`config.mk`:
```
export PLATFORM = sky130hd
export DESIGN_NAME = sstf_disk_scheduler
export DESIGN_NICKNAME = d
export VERILOG_FILES = /design/src/sv/sstf_pkg.sv /design/src/sv/sstf_disk_scheduler.sv /design/src/sv/sstf_ram.sv
export SDC_FILE = /design/constraint.sdc
export NUM_CORES = 2
export LEC_CHECK = 0
export ABC_CLOCK_PERIOD_IN_PS = 12200
export CELL_PAD_IN_SITES_DETAIL_PLACEMENT = 2
export CELL_PAD_IN_SITES_GLOBAL_PLACEMENT = 2
export CORE_MARGIN = 4
export CORE_UTILIZATION = 51
export DETAILED_ROUTE_END_ITERATION = 8
export DONT_BUFFER_PORTS = 1
export GPL_TIMING_DRIVEN = 0
export PLACE_DENSITY_LB_ADDON = 0.12
export SLEW_MARGIN = 20
export SYNTH_ARGS = -nofsm -noshare
export SYNTH_HDL_FRONTEND = slang
export SYNTH_SLANG_ARGS = --single-unit
```
`constraint.sdc`:
```
create_clock -name clk -period 12.2 [get_ports clk]
set_input_delay 2.44 -clock clk [delete_from_list [all_inputs] [get_ports clk]]
set_output_delay 2.44 -clock clk [all_outputs]
set_load 0.01 [all_outputs]
```
`src/sv/sstf_pkg.sv`:
```
`timescale 1ns / 1ps
// Shared constants, microcode types and the control program of the SSTF disk scheduler.
// Depends on nothing; imported by the scheduler top level.
package sstf_pkg;

  localparam int MAX_REQUESTS_DEF = 64;
  localparam int TRACK_BITS_DEF   = 16;
  localparam int TRACK_W          = 16;
  localparam int TOTAL_W          = 22;
  localparam int INDEX_W          = 6;
  localparam int STEP_W           = 3;

  typedef logic [STEP_W-1:0] step_t;

  localparam step_t STEP_LOAD  = 3'd0;
  localparam step_t STEP_INIT  = 3'd1;
  localparam step_t STEP_SCAN0 = 3'd2;
  localparam step_t STEP_SCAN  = 3'd3;
  localparam step_t STEP_EMIT  = 3'd4;
  localparam step_t STEP_DONE  = 3'd5;

  typedef enum logic [2:0] {
    OP_LOAD,
    OP_INIT,
    OP_SCAN_START,
    OP_SCAN,
    OP_EMIT,
    OP_DONE
  } op_t;

  typedef enum logic [2:0] {
    COND_ALWAYS,
    COND_NEVER,
    COND_STAY_LOAD,
    COND_SCAN_MORE,
    COND_MORE_MOVES
  } cond_t;

  typedef struct packed {
    logic  busy;
    op_t   op;
    cond_t cond;
    step_t target;
  } uword_t;

  // When the condition holds the sequencer jumps to target, else it steps on by one.
  function automatic uword_t ucode(input step_t s);
    uword_t w;
    case (s)
      STEP_LOAD:  w = '{busy: 1'b0, op: OP_LOAD,       cond: COND_STAY_LOAD,  target: STEP_LOAD};
      STEP_INIT:  w = '{busy: 1'b1, op: OP_INIT,       cond: COND_NEVER,      target: STEP_LOAD};
      STEP_SCAN0: w = '{busy: 1'b1, op: OP_SCAN_START, cond: COND_NEVER,      target: STEP_LOAD};
      STEP_SCAN:  w = '{busy: 1'b1, op: OP_SCAN,       cond: COND_SCAN_MORE,  target: STEP_SCAN};
      STEP_EMIT:  w = '{busy: 1'b1, op: OP_EMIT,       cond: COND_MORE_MOVES, target: STEP_SCAN0};
      STEP_DONE:  w = '{busy: 1'b1, op: OP_DONE,       cond: COND_ALWAYS,     target: STEP_LOAD};
      default:    w = '{busy: 1'b1, op: OP_DONE,       cond: COND_ALWAYS,     target: STEP_LOAD};
    endcase
    return w;
  endfunction

endpackage

```
`src/sv/sstf_disk_scheduler.sv`:
```
`timescale 1ns / 1ps
// Shortest-seek-time-first disk scheduler driven by a microcoded sequencer.
// Depends on sstf_pkg (control program, constants) and sstf_ram (request store).
// Loading accepts one request per cycle while busy is low. A batch of n requests then keeps
// busy high through an init step, n moves and a done step: each move reads all n stored
// entries through the single RAM read port, one per cycle, between a setup and an emit
// step. The receiver cannot stall, and each move is on the ports for one cycle.
// Synchronous active-low reset empties the batch and zeroes start_track.
module sstf_disk_scheduler #(
  parameter int MAX_REQUESTS = sstf_pkg::MAX_REQUESTS_DEF,
  parameter int TRACK_BITS   = sstf_pkg::TRACK_BITS_DEF
) (
  input  logic                         clk,
  input  logic                         rst_n,
  input  logic                         start,
  output logic                         busy,
  input  logic [sstf_pkg::TRACK_W-1:0] in_track,
  input  logic                         in_last_request,
  input  logic                         cfg_we,
  input  logic [sstf_pkg::TRACK_W-1:0] cfg_wdata,
  output logic                         out_valid,
  output logic [sstf_pkg::TRACK_W-1:0] out_from_track,
  output logic [sstf_pkg::TRACK_W-1:0] out_to_track,
  output logic [sstf_pkg::TRACK_W-1:0] out_seek_distance,
  output logic [sstf_pkg::TOTAL_W-1:0] out_total_seek,
  output logic [sstf_pkg::INDEX_W-1:0] out_request_index,
  output logic                         out_last_move
);

  import sstf_pkg::*;

  localparam int SW = (TRACK_BITS < TRACK_W) ? TRACK_BITS : TRACK_W;
  localparam int IW = $clog2(MAX_REQUESTS);
  localparam int CW = $clog2(MAX_REQUESTS + 1);
  localparam int XW = IW + INDEX_W;

  step_t             step_r, step_nxt;
  logic [CW-1:0]     count_r, count_nxt;
  logic [CW-1:0]     j_r, j_nxt;
  logic [CW-1:0]     k_r, k_nxt;
  logic [IW-1:0]     rd_idx_r, rd_idx_nxt;
  logic [TRACK_W-1:0] start_track_r, start_track_nxt;
  logic [MAX_REQUESTS-1:0] served_r, served_nxt;
  logic [SW-1:0]     head_r, head_nxt;
  logic [TOTAL_W-1:0] total_r, total_nxt;
  logic              found_r, found_nxt;
  logic [SW-1:0]     best_d_r, best_d_nxt;
  logic [IW-1:0]     best_i_r, best_i_nxt;
  logic [SW-1:0]     best_trk_r, best_trk_nxt;
  logic              out_valid_r, out_valid_nxt;
  logic [TRACK_W-1:0] out_from_r, out_from_nxt;
  logic [TRACK_W-1:0] out_to_r, out_to_nxt;
  logic [TRACK_W-1:0] out_dist_r, out_dist_nxt;
  logic [TOTAL_W-1:0] out_total_r, out_total_nxt;
  logic [INDEX_W-1:0] out_index_r, out_index_nxt;
  logic              out_last_r, out_last_nxt;

  uword_t            uw;
  logic              accept;
  logic              close_batch;
  logic              scan_last;
  logic              move_last;
  logic              cond_met;
  logic              ram_we;
  logic [IW-1:0]     ram_raddr;
  logic [SW-1:0]     ram_rdata;
  logic [SW-1:0]     cur_d;
  logic [TOTAL_W:0]  sum;
  logic [XW-1:0]     index_ext;

  sstf_ram #(
    .WIDTH(SW),
    .DEPTH(MAX_REQUESTS)
  ) u_store (
    .clk  (clk),
    .we   (ram_we),
    .waddr(count_r[IW-1:0]),
    .wdata(in_track[SW-1:0]),
    .raddr(ram_raddr),
    .rdata(ram_rdata)
  );

  always_comb begin
    uw          = ucode(step_r);
    busy        = uw.busy;
    accept      = start && !busy;
    close_batch = accept && (in_last_request || (count_r == CW'(MAX_REQUESTS - 1)));
    scan_last   = (CW'(rd_idx_r) == (count_r - CW'(1)));
    move_last   = ((k_r + CW'(1)) == count_r);
    cur_d       = (head_r >= ram_rdata) ? (head_r - ram_rdata) : (ram_rdata - head_r);
    sum         = {1'b0, total_r} + (TOTAL_W + 1)'(best_d_r);
    index_ext   = XW'(best_i_r);

    step_nxt        = step_r;
    count_nxt       = count_r;
    j_nxt           = j_r;
    k_nxt           = k_r;
    rd_idx_nxt      = rd_idx_r;
    start_track_nxt = cfg_we ? cfg_wdata : start_track_r;
    served_nxt      = served_r;
    head_nxt        = head_r;
    total_nxt       = total_r;
    found_nxt       = found_r;
    best_d_nxt      = best_d_r;
    best_i_nxt      = best_i_r;
    best_trk_nxt    = best_trk_r;
    out_valid_nxt   = 1'b0;
    out_from_nxt    = out_from_r;
    out_to_nxt      = out_to_r;
    out_dist_nxt    = out_dist_r;
    out_total_nxt   = out_total_r;
    out_index_nxt   = out_index_r;
    out_last_nxt    = out_last_r;
    ram_we          = 1'b0;
    ram_raddr       = j_r[IW-1:0];

    case (uw.op)
      OP_LOAD: begin
        if (accept) begin
          ram_we    = 1'b1;
          count_nxt = count_r + CW'(1);
        end
      end
      OP_INIT: begin
        served_nxt = '0;
        head_nxt   = start_track_r[SW-1:0];
        total_nxt  = '0;
        k_nxt      = '0;
      end
      OP_SCAN_START: begin
        ram_raddr  = '0;
        rd_idx_nxt = '0;
        j_nxt      = CW'(1);
        found_nxt  = 1'b0;
      end
      OP_SCAN: begin
        j_nxt      = j_r + CW'(1);
        rd_idx_nxt = j_r[IW-1:0];
        if (!served_r[rd_idx_r] && (!found_r || (cur_d < best_d_r))) begin
          found_nxt    = 1'b1;
          best_d_nxt   = cur_d;
          best_i_nxt   = rd_idx_r;
          best_trk_nxt = ram_rdata;
        end
      end
      OP_EMIT: begin
        out_valid_nxt        = 1'b1;
        out_from_nxt         = TRACK_W'(head_r);
        out_to_nxt           = TRACK_W'(best_trk_r);
        out_dist_nxt         = TRACK_W'(best_d_r);
        out_total_nxt        = sum[TOTAL_W] ? {TOTAL_W{1'b1}} : sum[TOTAL_W-1:0];
        out_index_nxt        = index_ext[INDEX_W-1:0];
        out_last_nxt         = move_last;
        total_nxt            = out_total_nxt;
        served_nxt[best_i_r] = 1'b1;
        head_nxt             = best_trk_r;
        k_nxt                = k_r + CW'(1);
      end
      OP_DONE: begin
        count_nxt = '0;
      end
      default: begin
        count_nxt = count_r;
      end
    endcase

    case (uw.cond)
      COND_ALWAYS:     cond_met = 1'b1;
      COND_NEVER:      cond_met = 1'b0;
      COND_STAY_LOAD:  cond_met = !close_batch;
      COND_SCAN_MORE:  cond_met = !scan_last;
      COND_MORE_MOVES: cond_met = !move_last;
      default:         cond_met = 1'b1;
    endcase

    step_nxt = cond_met ? uw.target : (step_r + step_t'(1));
  end

  always_ff @(posedge clk) begin
    if (!rst_n) begin
      step_r        <= STEP_LOAD;
      count_r       <= '0;
      start_track_r <= '0;
      served_r      <= '0;
      out_valid_r   <= 1'b0;
      found_r       <= 1'b0;
      head_r        <= '0;
      total_r       <= '0;
    end else begin
      step_r        <= step_nxt;
      count_r       <= count_nxt;
      start_track_r <= start_track_nxt;
      served_r      <= served_nxt;
      out_valid_r   <= out_valid_nxt;
      found_r       <= found_nxt;
      head_r        <= head_nxt;
      total_r       <= total_nxt;
    end
    j_r         <= j_nxt;
    k_r         <= k_nxt;
    rd_idx_r    <= rd_idx_nxt;
    best_d_r    <= best_d_nxt;
    best_i_r    <= best_i_nxt;
    best_trk_r  <= best_trk_nxt;
    out_from_r  <= out_from_nxt;
    out_to_r    <= out_to_nxt;
    out_dist_r  <= out_dist_nxt;
    out_total_r <= out_total_nxt;
    out_index_r <= out_index_nxt;
    out_last_r  <= out_last_nxt;
  end

  assign out_valid         = out_valid_r;
  assign out_from_track    = out_from_r;
  assign out_to_track      = out_to_r;
  assign out_seek_distance = out_dist_r;
  assign out_total_seek    = out_total_r;
  assign out_request_index = out_index_r;
  assign out_last_move     = out_last_r;

`ifndef NO_ASSERTIONS
  a_valid_after_emit: assert property (@(posedge clk) disable iff (!rst_n)
    out_valid_r |-> $past(step_r == STEP_EMIT))
    else $error("move strobe without an emit step");

  a_count_bound: assert property (@(posedge clk) disable iff (!rst_n)
    count_r <= CW'(MAX_REQUESTS))
    else $error("request count beyond store depth");

  a_emit_unserved: assert property (@(posedge clk) disable iff (!rst_n)
    (step_r == STEP_EMIT) |-> (found_r && !served_r[best_i_r]))
    else $error("emitting a request that is already served");

  a_batch_empties: assert property (@(posedge clk) disable iff (!rst_n)
    (out_valid_r && out_last_r) |=> (count_r == '0) && !busy)
    else $error("store not emptied after the last move");
`endif

endmodule

```
`src/sv/sstf_ram.sv`:
```
`timescale 1ns / 1ps
// Generic single-write, single-read RAM with a registered read port.
// Depends on nothing; used for the request store of the SSTF scheduler.
module sstf_ram #(
  parameter int WIDTH = 16,
  parameter int DEPTH = 64
) (
  input  logic                     clk,
  input  logic                     we,
  input  logic [$clog2(DEPTH)-1:0] waddr,
  input  logic [WIDTH-1:0]         wdata,
  input  logic [$clog2(DEPTH)-1:0] raddr,
  output logic [WIDTH-1:0]         rdata
);

  logic [WIDTH-1:0] mem [DEPTH];

  always_ff @(posedge clk) begin
    if (we) begin
      mem[waddr] <= wdata;
    end
    rdata <= mem[raddr];
  end

endmodule

```
# After elaboration in Yosys (flattened, before gate mapping)
# Memories as Yosys holds them, arrays and structs flattened. A register that Yosys moved wholly into a read port is not among the register bits.
# Index checks and enable logic that the tools add are counted.
[op_classes]
n_addsub = 8
n_mul = 0
div_mod_pow = 0
n_lt_le_gt_ge = 5
eq_ne = 18
shifts = 0
mux = 25
bitwise_logic = 1
n_reduce_logical = 20
[ops]
columns = ["cell", "n"]
rows = [
  ["one-hot mux 64 bit (2 select lines)", 1],
  ["bitwise OR 64 bit", 1],
  ["one-hot mux 10 bit (5 select lines)", 1],
  ["one-hot mux 22 bit (2 select lines)", 1],
  ["one-hot mux 7 bit (2 select lines)", 3],
  ["one-hot mux 16 bit (2 select lines)", 1],
  ["subtractor 16 bit", 2],
  ["adder 22 x 16 -> 23 bit", 1],
  ["2-to-1 mux 22 bit", 1],
  ["adder 7 x 1 -> 7 bit (second input constant)", 3],
  ["equality test 3 x 2 -> 1 bit (second input constant)", 6],
  [">= comparator 16 bit", 1],
  ["< comparator 16 bit", 1],
  ["2-to-1 mux 16 bit", 1],
  ["< comparator 6 x 7 -> 1 bit (second input constant)", 2],
  ["equality test 3 bit (second input constant)", 4],
  ["one-hot mux 6 bit (2 select lines)", 1],
  ["equality test 3 x 1 -> 1 bit (second input constant)", 3],
  ["2-to-1 mux 1 bit", 8],
  ["equality test 6 x 7 -> 1 bit", 1],
  ["equality test 7 x 6 -> 1 bit (second input constant)", 1],
  ["equality test 7 bit", 1],
  ["2-to-1 mux 7 bit", 1],
  ["subtractor 7 x 1 -> 7 bit (second input constant)", 1],
  ["other kinds (15)", 30],
]
[totals]
regBits = 265
latchBits = 0
ram_bits = 1024
romBits = 0
inputBits = 37
n_memories = 1
[mem_list]
columns = ["name", "words", "word_bits", "read_ports", "rd_ports_with_merged_regs", "write_ports", "line", "source"]
rows = [
  ["u_store.mem", 64, 16, 1, 1, 1, "sstf_ram.sv:16", "logic [WIDTH-1:0] mem [DEPTH];"],
]

# Depth between registers and ports, before layout
[depth]
word_depth = 8
mapped_depth = 18
ltp_nobuf = 17

# Hierarchy
# From an unflattened synthesis, not the netlist that was laid out.
[hier_totals]
hier_cells = 3101
hier_area_um2 = 53144.7
[by_module_without_submodules]
columns = ["module", "instances", "cells_each", "area_per_inst_um2", "seq_area_each_um2"]
rows = [
  ["sstf_ram", 1, 1829, 40042.2, 31069.8],
  ["sstf_disk_scheduler", 1, 1272, 13102.6, 6626.4],
]

# Worst setup path after synthesis
# No wires, ideal clock.
[synth_timing]
path_kind = "register to register"
start = "register head_r[8]"
end = "register best_d_r[0] (enable)"
t_arrival_ps = 6262
required_ps = 11709
slack_ps = 5447
path_stages_with_launch = 19
path_buffers = 2
period_less_slack_ps = 6753
cell_sequence = "dfxtp_1 > inv_1 > ha_1 > clkbuf_1 > nand4_1 > nand2b_1 > a21oi_1 > nor3_1 > nor2_1 > buf_4 > mux2i_1 > xnor2_1 > ha_1 > a21oi_1 > o21ai_0 > a21o_1 > a211oi_1 > o21bai_1 > a211oi_1"
[synth_via]
elab_chain_len = 6
word_cells_on_any_way = 8
cone_classes = "add/sub (2); order compare (2); mux (1); reduce/logical (3)"
[synth_rtl]
columns = ["element", "line", "source"]
rows = [
  ["start: declaration", "sstf_disk_scheduler.sv:44", "logic [SW-1:0] head_r, head_nxt;"],
  ["start signal: assignment", "sstf_disk_scheduler.sv:196", "head_r <= head_nxt;"],
  ["subtractor 16 bit / >= comparator 16 bit (equally long branches)", "sstf_disk_scheduler.sv:90", "cur_d = (head_r >= ram_rdata) ? (head_r - ram_rdata) : (ram_rdata - head_r);"],
  ["2-to-1 mux 16 bit *", "sstf_disk_scheduler.sv:90", ""],
  ["net cur_d[9]", "sstf_disk_scheduler.sv:67", "logic [SW-1:0] cur_d;"],
  ["< comparator 16 bit *", "sstf_disk_scheduler.sv:139", "if (!served_r[rd_idx_r] && (!found_r || (cur_d < best_d_r))) begin"],
  ["logical OR 1 bit *", "sstf_disk_scheduler.sv:139", ""],
  ["logical AND 1 bit *", "sstf_disk_scheduler.sv:139", ""],
  ["AND reduction 2 bit (no source line) *", "n/a", ""],
  ["end signal: assignment", "sstf_disk_scheduler.sv:202", "best_d_r <= best_d_nxt;"],
  ["end: declaration", "sstf_disk_scheduler.sv:47", "logic [SW-1:0] best_d_r, best_d_nxt;"],
]
# The timed path passes the listed nets; every way through them passes the cells marked *.
# A chain may end at the register's enable or synchronous reset.

# Worst setup path after layout
[layout_timing]
start = "register head_r[2]"
end = "register best_i_r[5] (enable)"
[layout_via]
elab_chain_len = 6
word_cells_on_any_way = 8
cone_classes = "add/sub (2); order compare (2); mux (1); reduce/logical (3)"
[layout_rtl]
columns = ["element", "line", "source"]
rows = [
  ["subtractor 16 bit / >= comparator 16 bit (equally long branches)", "sstf_disk_scheduler.sv:90", ""],
  ["2-to-1 mux 16 bit *", "sstf_disk_scheduler.sv:90", ""],
  ["net cur_d[9]", "sstf_disk_scheduler.sv:67", ""],
  ["< comparator 16 bit *", "sstf_disk_scheduler.sv:139", ""],
  ["logical OR 1 bit *", "sstf_disk_scheduler.sv:139", ""],
  ["logical AND 1 bit *", "sstf_disk_scheduler.sv:139", ""],
  ["AND reduction 2 bit (no source line) *", "n/a", ""],
  ["end signal: assignment", "sstf_disk_scheduler.sv:203", "best_i_r <= best_i_nxt;"],
  ["end: declaration", "sstf_disk_scheduler.sv:48", "logic [IW-1:0] best_i_r, best_i_nxt;"],
]
# Marks and branches as above.

==> results.yml <==
floorplan:
  io_pins: 116
  die_y_um: 330
  die_area_mm2: 0.109
  coreArea_mm2: 0.102
  num_rows: 117
  die_w_um: 330
  start_util_pct: 51.6
synth:
  synth_top_area_share_pct: 65.9
  synthCells: 3405
  syn-num-nets: 3516
  ys_top_cells_by_area: "edfxtp_1 66%, dfxtp_1 5.5%, mux4_2 4.8%"
  synth_edf_count: 1158
  synthDistinctLibCells: 79
  yosys_warnings: 0
  async_flop_share_pct: 0
  synth_area_mm2: 0.0528
  syn_area_per_cell_um2: 15.5
  synth_top_area_cell: "edfxtp_1"
  synth_ff_type: "edfxtp_1"
  synth-seq-cells: 1304
  seq_area_frac_synth_pct: 71.4
pwr:
  p_total_mw: 10.8
  power_frac_comb_pct: 12.5
  seqPwrFrac_pct: 46.3
  p_sw_mw: 2.96
  pwr-share-clk_pct: 41.2
  switching_share_pct: 27.4
  p_int_mw: 7.84
  leakage_nw: 19.8
  ir_drop_uv: 151
  p_per_area_mw_per_mm2: 180
critical_path:
  worstPathRequired_ps: 12680
  crit_path_max_fanout: 14
  cp.arrival_ps: 6800
  r2r_cells: 20
  cp-end-kind: "flip-flop"
  critPathLaunchType: "flip-flop"
  critPathKind: "flip-flop to flip-flop"
sta:
  slew_headroom_pct: 16.7
  setup_viol: 0
  finalHoldViolCount: 0
  setup_ws_ps: 5880
  period_share_pct: 51.8
  setup_tns_ps: 0
  grt_setup_unrepaired: "false"
  final_max_slew_viol_count: 0
  tightest_slew_ps: 1240
  period_needed_ps: 6320
  fmax_mhz: 158
  finalClockSkew_ps: 34.2
cells_and_area:
  area_growth_pct: 13.8
  fin_nets: 3728
  layout_common_cells: "1158 x edfxtp_1, 287 x nand2_1, 153 x clkbuf_1"
  fillers: 8665
  drive_above_1_share_pct: 17.2
  layout_commonest_cell: "edfxtp_1"
  final_cells: 5104
detailed_routing:
  wirelength_mm: 212
  vias: 36000
  routedWlPerCell_um: 41.5
  via_per_inst: 7.06
  firstDrtPassIters: 6
  ant_nets: 0
  drtIter0Drc: 5356
  route.detailed.drc: 0
global_route:
  grt_max_degree: 65
  grt_pass1_vias: 37400
  antenna_found_initial: 17
  grt_util_all_layers_pct: 38.7
  grt_pass1_wl_mm: 298
  grt-ovfl-total: 0
clocking:
  cts.reportedPaths.clkPinSlew_ps: 60
  numCtsBuffers: 140
  cts_resized: 0
  clk_latency_ps: 790
  hold_buffers: 0
  clock-sinks: 1304
  clock-root-buffer: "clkbuf_16"
  cts_tree: "built"
  cts_setup_buffers: 0
  h-tree-depth: 4
  clock_path_buffers: 3
hold_path:
  min_path_cells: 0
  hp-class: "flip-flop to flip-flop"
placed_design:
  dp_cells: 4843
  place_ws_ps: 6100
  dp_hpwl_mm: 129
  routabilityCongestion: 0.899
  numPortBuffers: 0
status:
  outcome: "finished, final reports clean"
flow_run:
  maxCapViolations: 0
[cell families (layout without fill, tap and decap cells)]
family,after synthesis,after routing,synth area share (%)
DFF,1304,1304,71.4
xor gates and xnor gates,50,50,0.830
adders and majority gates,74,74,1.80
and+or+nand+nor,760,760,6.64
buffers and inverters,275,599,2.35
AOI/OAI and AO/OA,647,647,8.45
muxes,295,295,8.50
other,0,7,0
[sequential cells by signal, indices dropped and copies added (netlist names), 16 cells and up]
register           flops
total_r               22
out_total_seek        22
served_r              64
u_store.mem         1024
out_from_track        16
u_store.rdata         16
out_to_track          16
start_track_r         16
out_seek_distance     16
head_r                16
best_d_r              16
best_trk_r            16
[final timing paths]
check                                              from                        end  slack, ps
worst max-delay path             head_r[2]$_SDFFE_PN0P_      best_i_r[5]$_DFFE_PP_       5880
worst min-delay path            best_trk_r[9]$_DFFE_PP_  out_to_track[9]$_DFFE_PP_        460
worst max register to register   head_r[2]$_SDFFE_PN0P_      best_i_r[5]$_DFFE_PP_       5880
worst min register to register  best_trk_r[9]$_DFFE_PP_  out_to_track[9]$_DFFE_PP_        460
[power by group through the flow]
stage                     combinational (mW)  sequential [mW]  clock [mW]
after detailed placement                1.25             5.10           0
after CTS                               1.32             5.00        4.45
after floorplan                        0.780             5.06           0
after global routing                    1.42             5.00        4.63
final                                   1.35             5.00        4.45
after global placement                  1.15             5.09           0
[worst max-delay path: stages, from the launching register on]
cell and delay, ps:
dfxtp_1 540, inv_1 110, ha_1 340, clkbuf_1 470
a31oi_1 240, a21oi_1 240, nor3_1 80, nor2_1 590
buf_4 350, mux2i_1 310, xnor2_1 180, ha_1 290
a21oi_1 170, o21ai_0 140, a21o_1 210, a211oi_1 300
o21bai_1 220, a211oi_4 580, buf_6 230, buf_6 220
buf_6 210
[through the flow]
| stage | cell area, um2 | util, % | hold WS, ps |
|---|---|---|---|
| floorplan | 52800 | - | 408 |
| finish | 60100 | 58.7 | 460 |
| CTS | 60100 | 58.7 | 455 |
| global placement | 54500 | 53.3 | 433 |
| global route | 60100 | 58.7 | 473 |
| detailed placement | 55500 | 54.2 | 445 |
[Yosys cell counts, types with 6 or more instances]
library cell and instances:
edfxtp_1 1158, nand2_1 287, nor2_1 187, dfxtp_1 146
clkbuf_1 128, a21oi_1 120, mux4_2 113, o21ai_0 113
nand3_1 112, mux2_2 97, mux2i_1 85, o221ai_1 83
ha_1 71, inv_1 70, a22oi_1 47, a32oi_1 47
o22ai_1 47, a31oi_1 39, nor3_1 38, buf_2 34
xnor2_1 30, nor2b_1 27, a22o_1 20, xor2_1 20
a21o_1 19, o211ai_1 18, and4_1 17, buf_1 17
o211a_1 17, and3_1 16, a211oi_1 15, o2111ai_1 15
nand2b_1 14, or3_1 13, and2_1 11, buf_4 11
buf_6 9, nand4_1 9, o21a_1 6, o31ai_1 6
[cell type report]
cell class / instances / area, um2 / share of cell area [%]
antenna: 7 / 17.5 / 0.0292
buffer: 204 / 980 / 1.63
clock buffer: 184 / 3910 / 6.50
clock inverter: 70 / 648 / 1.08
inverter: 71 / 267 / 0.444
multi-input combinational: 1826 / 14100 / 23.5
sequential: 1304 / 37700 / 62.7
tap: 1368 / 1710 / 2.85
timing repair buffer: 70 / 764 / 1.27
[metal layers]
metal	track usage (%)	routed length, um
met5	0	52
met4	17.7	11200
met3	8.44	19600
met2	63.4	102000
met1	49.8	79100
Note: power is estimated with default switching activity, not from simulation.
